### config.mk
export PLATFORM = sky130hd
export DESIGN_NAME = sensor_voltage_to_temperature
export DESIGN_NICKNAME = d
export VERILOG_FILES = /design/src/rtl/svt_pkg.sv /design/src/rtl/svt_front.sv /design/src/rtl/svt_queue.sv /design/src/rtl/svt_back.sv /design/src/rtl/sensor_voltage_to_temperature.sv
export SDC_FILE = /design/constraint.sdc
export NUM_CORES = 1
export LEC_CHECK = 0
export ABC_AREA = 1
export ABC_CLOCK_PERIOD_IN_PS = 4300
export BUFFER_PORTS_ARGS = -buffer_cell sky130_fd_sc_hd__buf_2
export CAP_MARGIN = 20
export CORE_ASPECT_RATIO = 1.5
export CORE_MARGIN = 8
export CORE_UTILIZATION = 50
export CTS_CLUSTER_DIAMETER = 100
export DETAILED_ROUTE_END_ITERATION = 8
export PLACE_DENSITY_LB_ADDON = 0.12
export SETUP_SLACK_MARGIN = 0.02
export SLEW_MARGIN = 20
export SYNTH_ARGS = -nofsm -noshare
export SYNTH_HDL_FRONTEND = slang
export SYNTH_HIERARCHICAL = 1
export SYNTH_SLANG_ARGS = --single-unit
### constraint.sdc
create_clock -name clk -period 4.3 [get_ports clk]
set_input_delay 0.86 -clock clk [delete_from_list [all_inputs] [get_ports clk]]
set_output_delay 0.86 -clock clk [all_outputs]
set_load 0.02 [all_outputs]
### src/rtl/svt_pkg.sv
package svt_pkg;

	localparam int TABLE_ENTRIES  = 21;
	localparam int STORED_ENTRIES = 21;
	localparam int USED_ENTRIES   = (TABLE_ENTRIES < STORED_ENTRIES) ? TABLE_ENTRIES
	                                                                 : STORED_ENTRIES;
	localparam int IDX_W          = (USED_ENTRIES > 1) ? $clog2(USED_ENTRIES) : 1;

	localparam int VOLT_W         = 22;
	localparam int SLOPE_W        = 13;
	localparam int SCALE          = 100;
	localparam int SCALE_W        = 7;
	localparam int NUM_W          = VOLT_W + SCALE_W;
	localparam int REM_W          = SLOPE_W + 1;
	localparam int CNT_W          = $clog2(NUM_W);
	localparam int TEMP_W         = 15;
	localparam int CALC_W         = 16;
	localparam int BASE_STEP      = 1000;
	localparam int BASE_OFFSET    = 5000;

	localparam int QUEUE_DEPTH    = 2;
	localparam int QPTR_W         = $clog2(QUEUE_DEPTH);

	// sensor voltage at -50 C, -40 C, ... 150 C, descending
	localparam logic [VOLT_W-1:0] VOLT_TAB [STORED_ENTRIES] = '{
		22'd1350441, 22'd1300593, 22'd1250398, 22'd1199884, 22'd1149070,
		22'd1097987, 22'd1046647, 22'd995050,  22'd943227,  22'd891178,
		22'd838882,  22'd786360,  22'd733608,  22'd680654,  22'd627490,
		22'd574117,  22'd520551,  22'd466760,  22'd412739,  22'd358164,
		22'd302785
	};

	// band slope in uV per degree
	localparam logic [SLOPE_W-1:0] SLOPE_TAB [STORED_ENTRIES] = '{
		13'd4985, 13'd5020, 13'd5051, 13'd5081, 13'd5108,
		13'd5134, 13'd5160, 13'd5182, 13'd5205, 13'd5230,
		13'd5252, 13'd5275, 13'd5295, 13'd5316, 13'd5337,
		13'd5357, 13'd5379, 13'd5402, 13'd5458, 13'd5538,
		13'd5538
	};

	typedef enum logic [1:0] {
		FE_IDLE,
		FE_SEARCH,
		FE_PUSH
	} svt_fe_state_t;

	typedef enum logic [1:0] {
		BE_IDLE,
		BE_DIV,
		BE_FINISH
	} svt_be_state_t;

	typedef struct packed {
		logic              oor;
		logic [IDX_W-1:0]  idx;
		logic [VOLT_W-1:0] d;
	} svt_item_t;

	typedef struct packed {
		logic full;
		logic empty;
	} svt_q_status_t;

	// band base temperature times 100
	function automatic logic signed [CALC_W-1:0] base_of(input logic [IDX_W-1:0] idx);
		logic signed [CALC_W-1:0] i_s;
		i_s = $signed(CALC_W'(idx));
		return CALC_W'(i_s * CALC_W'(BASE_STEP)) - CALC_W'(BASE_OFFSET);
	endfunction

endpackage

### src/rtl/svt_front.sv
module svt_front import svt_pkg::*; (
	input  logic                clk,
	input  logic                arst_n,
	input  logic                start,
	input  logic [VOLT_W-1:0]   voltage_uv,
	input  svt_q_status_t       q_status,
	output logic                busy,
	output logic                push,
	output svt_item_t           item
);

	svt_fe_state_t      state_q, state_d;
	logic [VOLT_W-1:0]  v_q;
	logic               oor_q;
	logic [IDX_W-1:0]   lo_q, hi_q;
	logic [IDX_W:0]     mid_sum;
	logic [IDX_W-1:0]   mid;
	logic               accept;
	logic               in_span;
	logic               mid_ok;

	assign in_span = (voltage_uv <= VOLT_TAB[0]) && (voltage_uv >= VOLT_TAB[USED_ENTRIES-1]);
	assign mid_sum = (IDX_W+1)'(lo_q) + (IDX_W+1)'(hi_q) + (IDX_W+1)'(1);
	assign mid     = mid_sum[IDX_W:1];
	assign mid_ok  = VOLT_TAB[mid] >= v_q;

	always_comb begin
		state_d = state_q;
		unique case (state_q)
			FE_IDLE: begin
				if (start) begin
					state_d = in_span ? FE_SEARCH : FE_PUSH;
				end
			end
			FE_SEARCH: begin
				if (lo_q == hi_q) begin
					state_d = FE_PUSH;
				end
			end
			FE_PUSH: begin
				if (!q_status.full) begin
					state_d = FE_IDLE;
				end
			end
			default: state_d = FE_IDLE;
		endcase
	end

	always_comb begin
		busy   = (state_q != FE_IDLE);
		accept = (state_q == FE_IDLE) && start;
		push   = (state_q == FE_PUSH) && !q_status.full;
		item.oor = oor_q;
		item.idx = lo_q;
		item.d   = VOLT_TAB[lo_q] - v_q;
	end

	always_ff @(posedge clk or negedge arst_n) begin
		if (!arst_n) begin
			state_q <= FE_IDLE;
		end else begin
			state_q <= state_d;
		end
	end

	// binary search: lo always points at an entry not below the voltage
	always_ff @(posedge clk) begin
		if (accept) begin
			v_q   <= voltage_uv;
			oor_q <= !in_span;
			lo_q  <= '0;
			hi_q  <= IDX_W'(USED_ENTRIES - 1);
		end else if (state_q == FE_SEARCH && lo_q != hi_q) begin
			if (mid_ok) begin
				lo_q <= mid;
			end else begin
				hi_q <= mid - IDX_W'(1);
			end
		end
	end

endmodule

### src/rtl/svt_queue.sv
module svt_queue import svt_pkg::*; (
	input  logic          clk,
	input  logic          arst_n,
	input  logic          push,
	input  svt_item_t     wr_item,
	input  logic          pop,
	output svt_item_t     rd_item,
	output svt_q_status_t status
);

	svt_item_t         entry_q [QUEUE_DEPTH];
	logic [QPTR_W-1:0] wr_ptr_q, rd_ptr_q;
	logic [QPTR_W:0]   count_q;

	assign status.full  = (count_q == (QPTR_W+1)'(QUEUE_DEPTH));
	assign status.empty = (count_q == '0);
	assign rd_item      = entry_q[rd_ptr_q];

	always_ff @(posedge clk or negedge arst_n) begin
		if (!arst_n) begin
			wr_ptr_q <= '0;
			rd_ptr_q <= '0;
			count_q  <= '0;
		end else begin
			if (push) begin
				wr_ptr_q <= wr_ptr_q + QPTR_W'(1);
			end
			if (pop) begin
				rd_ptr_q <= rd_ptr_q + QPTR_W'(1);
			end
			if (push && !pop) begin
				count_q <= count_q + (QPTR_W+1)'(1);
			end else if (pop && !push) begin
				count_q <= count_q - (QPTR_W+1)'(1);
			end
		end
	end

	always_ff @(posedge clk) begin
		if (push) begin
			entry_q[wr_ptr_q] <= wr_item;
		end
	end

endmodule

### src/rtl/svt_back.sv
module svt_back import svt_pkg::*; (
	input  logic                clk,
	input  logic                arst_n,
	input  svt_q_status_t       q_status,
	input  svt_item_t           item,
	output logic                pop,
	output logic                done,
	output logic [TEMP_W-1:0]   temp_centi,
	output logic                out_of_range
);

	svt_be_state_t            state_q, state_d;
	logic [NUM_W-1:0]         quot_q;
	logic [REM_W-1:0]         rem_q;
	logic [SLOPE_W-1:0]       div_q;
	logic signed [CALC_W-1:0] base_q;
	logic [CNT_W-1:0]         cnt_q;
	logic                     done_q;
	logic [TEMP_W-1:0]        temp_q;
	logic                     oor_q;

	logic                     load;
	logic                     emit_oor;
	logic                     emit_temp;
	logic [REM_W-1:0]         rem_sh;
	logic [REM_W-1:0]         rem_diff;
	logic                     fits;
	logic signed [CALC_W-1:0] t_sum;
	logic signed [CALC_W-1:0] t_adj;

	assign rem_sh   = {rem_q[REM_W-2:0], quot_q[NUM_W-1]};
	assign rem_diff = rem_sh - REM_W'(div_q);
	assign fits     = rem_sh >= REM_W'(div_q);

	assign t_sum = base_q + $signed(CALC_W'(quot_q[TEMP_W-1:0]));
	// negative result with a fraction rounds toward zero
	assign t_adj = (t_sum < 0 && rem_q != '0) ? t_sum + CALC_W'(1) : t_sum;

	always_comb begin
		state_d = state_q;
		unique case (state_q)
			BE_IDLE: begin
				if (!q_status.empty && !item.oor) begin
					state_d = BE_DIV;
				end
			end
			BE_DIV: begin
				if (cnt_q == '0) begin
					state_d = BE_FINISH;
				end
			end
			BE_FINISH: state_d = BE_IDLE;
			default:   state_d = BE_IDLE;
		endcase
	end

	always_comb begin
		pop       = (state_q == BE_IDLE) && !q_status.empty;
		load      = pop && !item.oor;
		emit_oor  = pop && item.oor;
		emit_temp = (state_q == BE_FINISH);
	end

	always_ff @(posedge clk or negedge arst_n) begin
		if (!arst_n) begin
			state_q <= BE_IDLE;
			done_q  <= 1'b0;
		end else begin
			state_q <= state_d;
			done_q  <= emit_oor || emit_temp;
		end
	end

	// restoring divide, one quotient bit per cycle
	always_ff @(posedge clk) begin
		if (load) begin
			quot_q <= NUM_W'(item.d) * NUM_W'(SCALE);
			rem_q  <= '0;
			div_q  <= SLOPE_TAB[item.idx];
			base_q <= base_of(item.idx);
			cnt_q  <= CNT_W'(NUM_W - 1);
		end else if (state_q == BE_DIV) begin
			quot_q <= {quot_q[NUM_W-2:0], fits};
			rem_q  <= fits ? rem_diff : rem_sh;
			cnt_q  <= cnt_q - CNT_W'(1);
		end
	end

	always_ff @(posedge clk) begin
		if (emit_oor) begin
			temp_q <= '0;
			oor_q  <= 1'b1;
		end else if (emit_temp) begin
			temp_q <= t_adj[TEMP_W-1:0];
			oor_q  <= 1'b0;
		end
	end

	assign done         = done_q;
	assign temp_centi   = temp_q;
	assign out_of_range = oor_q;

endmodule

### src/rtl/sensor_voltage_to_temperature.sv
// sensor voltage to temperature converter
//
// a voltage in microvolts is presented on voltage_uv with start; it is taken
// on a clock edge where start is high and busy is low. one result comes back
// per transfer, in order: done is high for exactly one cycle while temp_centi
// (signed, hundredths of a degree) and out_of_range are valid. the receiver
// cannot stall, so results are never held back.
//
// the front end checks the span and, for an in-range voltage, runs a binary
// search over the voltage table, one probe per cycle (four or five for 21
// entries), then hands the band index and offset to a two-entry queue. busy
// stays high from the transfer until the item is pushed, longer while the
// queue is full. the back end divides the scaled offset by the band slope
// bit-serially and takes no new item until the current one is finished, so
// that divider sets the sustained rate. out-of-range items pass the back end
// without a divide.
//
// reset clears the front state machine, the queue and the back end; any item
// in flight is dropped and done stays low until a new transfer completes.
module sensor_voltage_to_temperature import svt_pkg::*; (
	input  logic                clk,
	input  logic                arst_n,
	input  logic                start,
	output logic                busy,
	input  logic [VOLT_W-1:0]   voltage_uv,
	output logic                done,
	output logic [TEMP_W-1:0]   temp_centi,
	output logic                out_of_range
);

	svt_q_status_t q_status;
	svt_item_t     wr_item;
	svt_item_t     rd_item;
	logic          push;
	logic          pop;

	svt_front u_front (
		.clk        (clk),
		.arst_n     (arst_n),
		.start      (start),
		.voltage_uv (voltage_uv),
		.q_status   (q_status),
		.busy       (busy),
		.push       (push),
		.item       (wr_item)
	);

	svt_queue u_queue (
		.clk     (clk),
		.arst_n  (arst_n),
		.push    (push),
		.wr_item (wr_item),
		.pop     (pop),
		.rd_item (rd_item),
		.status  (q_status)
	);

	svt_back u_back (
		.clk          (clk),
		.arst_n       (arst_n),
		.q_status     (q_status),
		.item         (rd_item),
		.pop          (pop),
		.done         (done),
		.temp_centi   (temp_centi),
		.out_of_range (out_of_range)
	);

endmodule

== Yosys cells after proc, flatten, opt, wreduce, memory -nomap -nowiden ==
Memory sizes are Yosys's and may differ from the RTL's. A register that Yosys moved wholly into a read port is not among the register bits.
Cells that the tools add are included.

* Bits in writable memories: 56
* Output and inout bits: 18
* Input bits: 25
* Bits in latches: 0
* Memories kept: 4
* Word-level logic and storage cells: 109
* Memory bits (read-only): 1824
* Bits in registers: 122

* Order comparisons: 7
* $mul: 2
* Reductions and logical operators: 30
* Muxes and demuxes: 20
* $add $sub $neg: 13
* Divide/modulo/power cells: 0
* Bitwise logic cells: 4
* Shifts and indexed selects: 0
* Eq/ne operators: 12

{| class="wikitable"
|+ Memory list
! memory !! words !! width !! read ports !! clocked after memory_dff !! wr ports !! line !! RTL
|-
| (name not given) || 32 || 22 || 1 || 0 || 0 || svt_front.sv:25 || <nowiki>assign mid_ok = VOLT_TAB[mid] >= v_q;</nowiki>
|-
| (name not given) || 32 || 22 || 1 || 0 || 0 || svt_front.sv:55 || <nowiki>item.d = VOLT_TAB[lo_q] - v_q;</nowiki>
|-
| (name not given) || 32 || 13 || 1 || 1 || 0 || svt_back.sv:79 || <nowiki>div_q <= SLOPE_TAB[item.idx];</nowiki>
|-
| u_queue.entry_q || 2 || 28 || 1 || 0 || 1 || svt_queue.sv:11 || <nowiki>svt_item_t entry_q [QUEUE_DEPTH];</nowiki>
|}

{| class="wikitable"
|+ Operators by type and width
! operator !! count
|-
| $mux 22 || 4
|-
| $mux 29 || 2
|-
| $mul 22x5->27 const B || 1
|-
| $ge 22x19->1 const B || 1
|-
| $ge 22x22->1 || 1
|-
| $le 22x21->1 const B || 1
|-
| $sub 22x22->22 || 1
|-
| $not 5->6 || 3
|-
| $add 16x16->16 || 1
|-
| $lt 16x1->1 const B || 1
|-
| $mux 2 || 8
|-
| $sub 16x14->16 const B || 1
|-
| $add 15x2->15 const B || 1
|-
| $mux 15 || 1
|-
| $ge 14x13->1 || 1
|-
| $mux 14 || 1
|-
| $reduce_bool 14->1 || 1
|-
| $sub 14x13->14 || 1
|-
| $ge 6x6->1 const B || 2
|-
| $mul 5x7->12 const B || 1
|-
| $logic_and 1x1->1 || 11
|-
| $sub 5x1->5 const B || 2
|-
| $add 5x5->6 || 1
|-
| $add 6x1->6 const B || 1
|-
| 20 further kinds || 39
|}

== Depth between registers and ports, before layout ==
* Depth after elaboration: 9
* Gate-level depth with buffers: 25
* Depth with buffers taken out: 25

== Cells and area by module ==
The synthesis kept the hierarchy.

{| class="wikitable"
|+ By module, submodules not included
! module !! area an instance (um^2) !! cells each !! instances !! sequential area each (um^2)
|-
| svt_back || 8861.0 || 1198 || 1 || 2347.3
|-
| svt_front || 4996.0 || 769 || 1 || 940.9
|-
| svt_queue || 2274.7 || 112 || 1 || 1781.7
|}

== Worst setup path before layout ==
No wires, ideal clock.

* Path kind: reg2reg
* Start: register u_queue.rd_ptr_q
* End: register u_back.base_q[14] (data pin)
* Library setup time: 0.252 ns
* Stages on the path, launching flop included: 18
* Data required time: 4.048 ns
* Buffers on the path: 2
* Clock period less this slack: 4.156 ns
* Path slack: 0.144 ns
* Arrival: 3.904 ns
* Path through: dfrtp_1 -> buf_6 -> buf_8 -> mux2_4 -> fa_1 -> fa_1 -> inv_1 -> fa_1 -> inv_1 -> ha_1 -> a21oi_1 -> o21ai_0 -> xnor2_1 -> nand3_1 -> nand2_1 -> nand2_1 -> nand2_1 -> nand2_1

{| class="wikitable"
|+ RTL lines
! what !! line !! RTL
|-
| from (decl) || svt_queue.sv:12 || <nowiki>logic [QPTR_W-1:0] wr_ptr_q, rd_ptr_q;</nowiki>
|-
| from (signal assigned) || svt_queue.sv:29 || <nowiki>rd_ptr_q <= rd_ptr_q + QPTR_W'(1);</nowiki>
|-
| to (signal assigned) || svt_back.sv:80 || <nowiki>base_q <= base_of(item.idx);</nowiki>
|-
| to (decl) || svt_back.sv:16 || <nowiki>logic signed [CALC_W-1:0] base_q;</nowiki>
|}

==> metrics.md <==
| Metric | Value |
|---|---|
| Worst-case reg-to-reg path depth | `18` |
| Port Buffers | `42` |
| MaxCap Viol Count | `0` |
| Initial Util | `50.7%` |
| H-tree Lvls | `4` |
| EDFF count, synth | `130` |
| DP Wirelength | `35,000 um` |
| Critical path arrival | `4.21 ns` |
| DR WL/cell | `16.5 um` |
| Outcome | `finished clean` |
| Die X | `163 um` |
| Part of the cycle the worst path needs | `93.0%` |
| Clk root buf | `clkbuf_16` |
| Layout cells sized above 1 | `8.15%` |
| Max FO, Critical Path | `13` |
| Post-Syn Area | `16,100 sq um` |
| GR Overflow Total | `0` |
| Syn_nets | `2,337` |
| Nets | `2,393` |
| Vias per cell | `5.40` |
| Ports | `43` |
| Via Count | `13,822` |
| Required time worst endpoint | `4.51 ns` |
| Critical path type | `reg2reg` |
| Pin count of the biggest net entering global routing | `53` |
| TNS Setup | `0 ns` |
| First-pass GRT wire length | `67,300 um` |
| CTS tree | `done` |
| GRT Total Usage | `22.2%` |
| R2r startpoint | `u_queue/rd_ptr_q` |
| Clk slew on worst S/H paths | `0.08 ns` |
| Core footprint | `31,800 sq um` |
| Synth Register Bits | `186` |
| Skew final | `0.0126 ns` |
| Syn_area_per_cell | `7.76 sq um` |
| Setup crit start kind | `flip-flop` |
| Final Hold Vio Count | `0` |
| Initial antenna violation count | `0` |
| Final instance area | `17,500 sq um` |
| CTS sink count | `186` |
| Core Rows | `80` |
| Final hold slack | `0.304 ns` |
| Asr flop ratio synth | `4.84%` |
| Worst Hold Class | `in2async` |
| Fin crit period | `4.00 ns` |
| Die Area | `38,400 sq um` |
| Normalized max-slew margin | `33.6%` |
| RSZ-0062 raised after global routing | `false` |
| Die height | `236 um` |
| GP Congestion | `0.975` |
| Antenna diodes | `0` |
| Tightest Pin Transition | `0.989 ns` |
| Drt drc | `0` |
| Final setup vio count | `0` |
| Max Slew Vio Count | `0` |
| Worst R2R End | `u_back/base_q[14]` |
| Sequential area share after synthesis | `31.4%` |
| Filler cells | `3,118` |
| Syn Inst Count | `2,079` |
| Post-synth cell types | `60` |
| Drt total wl | `42,300 um` |
| Router iterations before antenna repair | `7` |
| Synth warnings | `6` |
| Number of DRC markers in iteration 0 | `779` |
| R2R Setup Slk | `0.30 ns` |
| Commonest non-fill, non-tap cell in the layout | `nand2_1` |
| Num CTS Buffers | `17` |
| Skew-Pair Late Insertion Delay | `0.46 ns` |
| Cell Area, Placed | `16,900 sq um` |
| Crit. End Element | `flip-flop` |
| Area Growth Syn to Fin | `8.64%` |
| Most frequent cells in the layout | `499 x nand2_1, 319 x inv_1, 201 x ha_1` |
| Max clock buf depth | `2` |
| Peak Freq | `250 MHz` |
| Vias in the first global route | `13,569` |
| Critical path launch point | `u_queue/rd_ptr_q` |
| Antenna Nets Post-Route | `0` |
| Synth Flop Type | `edfxtp_1` |
how the worst max path moves through the flow:
stage / to / depth (start not counted)
after floorplan: u_back/base_q[14] / 17
after global placement: u_back/quot_q[25] / 15
after detailed placement: u_back/quot_q[25] / 15
after CTS: u_back/base_q[14] / 15
after global routing: u_front/hi_q[1] / 18
final: u_back/base_q[14] / 18
per-layer routing:
metal	part of all wire, %	track usage, %	up-vias	wire (um)
li1	-	-	7012	-
met1	36	21.2	6427	15300
met2	55	43.7	289	23400
met3	2.6	2.72	94	1110
met4	5.9	13.5	0	2480
met5	0	0	-	0
per-stage QoR:
stage	worst slack (ns)	instances	utilization [%]
final	0.303	2558	55.1
after global routing	0.0191	2558	55.1
after CTS	0.116	2557	55.0
after global placement	0.132	2525	53.0
after detailed placement	0.149	2525	53.0
after floorplan	0.144	2079	-
cell usage after synthesis (10+ instances only):
master	number	area, sq um
nand2_1	499	1870
inv_1	321	1200
ha_1	202	2530
nor2_1	178	668
edfxtp_1	130	3900
nand3_1	128	641
a21oi_1	111	556
o21ai_0	111	556
dfxtp_1	47	941
fa_1	31	621
xor2_1	30	263
nand4_1	22	138
nor3_1	22	110
xnor2_1	20	175
mux2_2	18	203
clkbuf_1	15	56.3
a31oi_1	12	75.1
nand3b_1	12	90.1
a21o_1	11	82.6
o211ai_1	11	82.6
mux2_4	10	150
o21ai_1	10	50.1
kinds of logic after synthesis:
| group | share of synthesized area (%) |
|---|---|
| AND/OR/NAND/NOR | 23.6 |
| buffers and inverters | 9.11 |
| AO/OA/AOI/OAI | 11.5 |
| adder cells (fa/ha/maj) | 19.5 |
| flip-flops | 31.4 |
| XOR/XNOR | 2.71 |
| multiplexers | 2.19 |
flip-flops by register name, summed over array words and instances, names as in the netlist:
| register | count |
|---|---|
| u_back/base_q | 13 |
| u_back/cnt_q | 5 |
| u_back/div_q | 11 |
| u_back/done | 1 |
| u_back/out_of_range | 1 |
| u_back/quot_q | 29 |
| u_back/rem_q | 14 |
| u_back/state_q | 2 |
| u_back/temp_centi | 15 |
| u_front/hi_q | 5 |
| u_front/lo_q | 5 |
| u_front/oor_q | 1 |
| u_front/state_q | 2 |
| u_front/v_q | 22 |
| u_queue/count_q | 2 |
| u_queue/entry_q | 56 |
| u_queue/rd_ptr_q | 1 |
| u_queue/wr_ptr_q | 1 |
layout make-up:
type                    instances  area, sq um  share of cell area (%)
clock buffers                  17          425                    2.43
multi-input cells            1529         9620                    54.9
inverters                     328         1230                    7.03
repair buffers                 73          455                    2.60
flip-flops and latches        186         5070                    28.9
well taps                     410          513                    2.93
clock inverters                15          205                    1.17
repair_timing:
| item | CTS | global route |
|---|---|---|
| hold buffers | 0 | 0 |
| resized for setup | 0 | 8 |
| setup endpoints to repair | 0 | 17 |
| setup buffers | 0 | 1 |
| endpoints found under the hold margin | 0 | 0 |
worst max-delay path: stages (launching register included):
cell	delay [ns]
dfrtp_2	0.44
mux2_2	0.38
buf_4	0.19
ha_1	0.28
inv_1	0.05
fa_1	0.47
fa_1	0.51
inv_1	0.04
ha_2	0.31
a21o_1	0.18
or3_1	0.30
nand2_1	0.09
inv_1	0.06
nand2_1	0.09
nand3_1	0.11
nand2_1	0.10
nand2_1	0.05
nand2_1	0.05
nand2_1	0.04
Power is left out: the tool's default activity adds up to more than one toggle a clock period on the data nets, which glitch-free logic cannot reach.
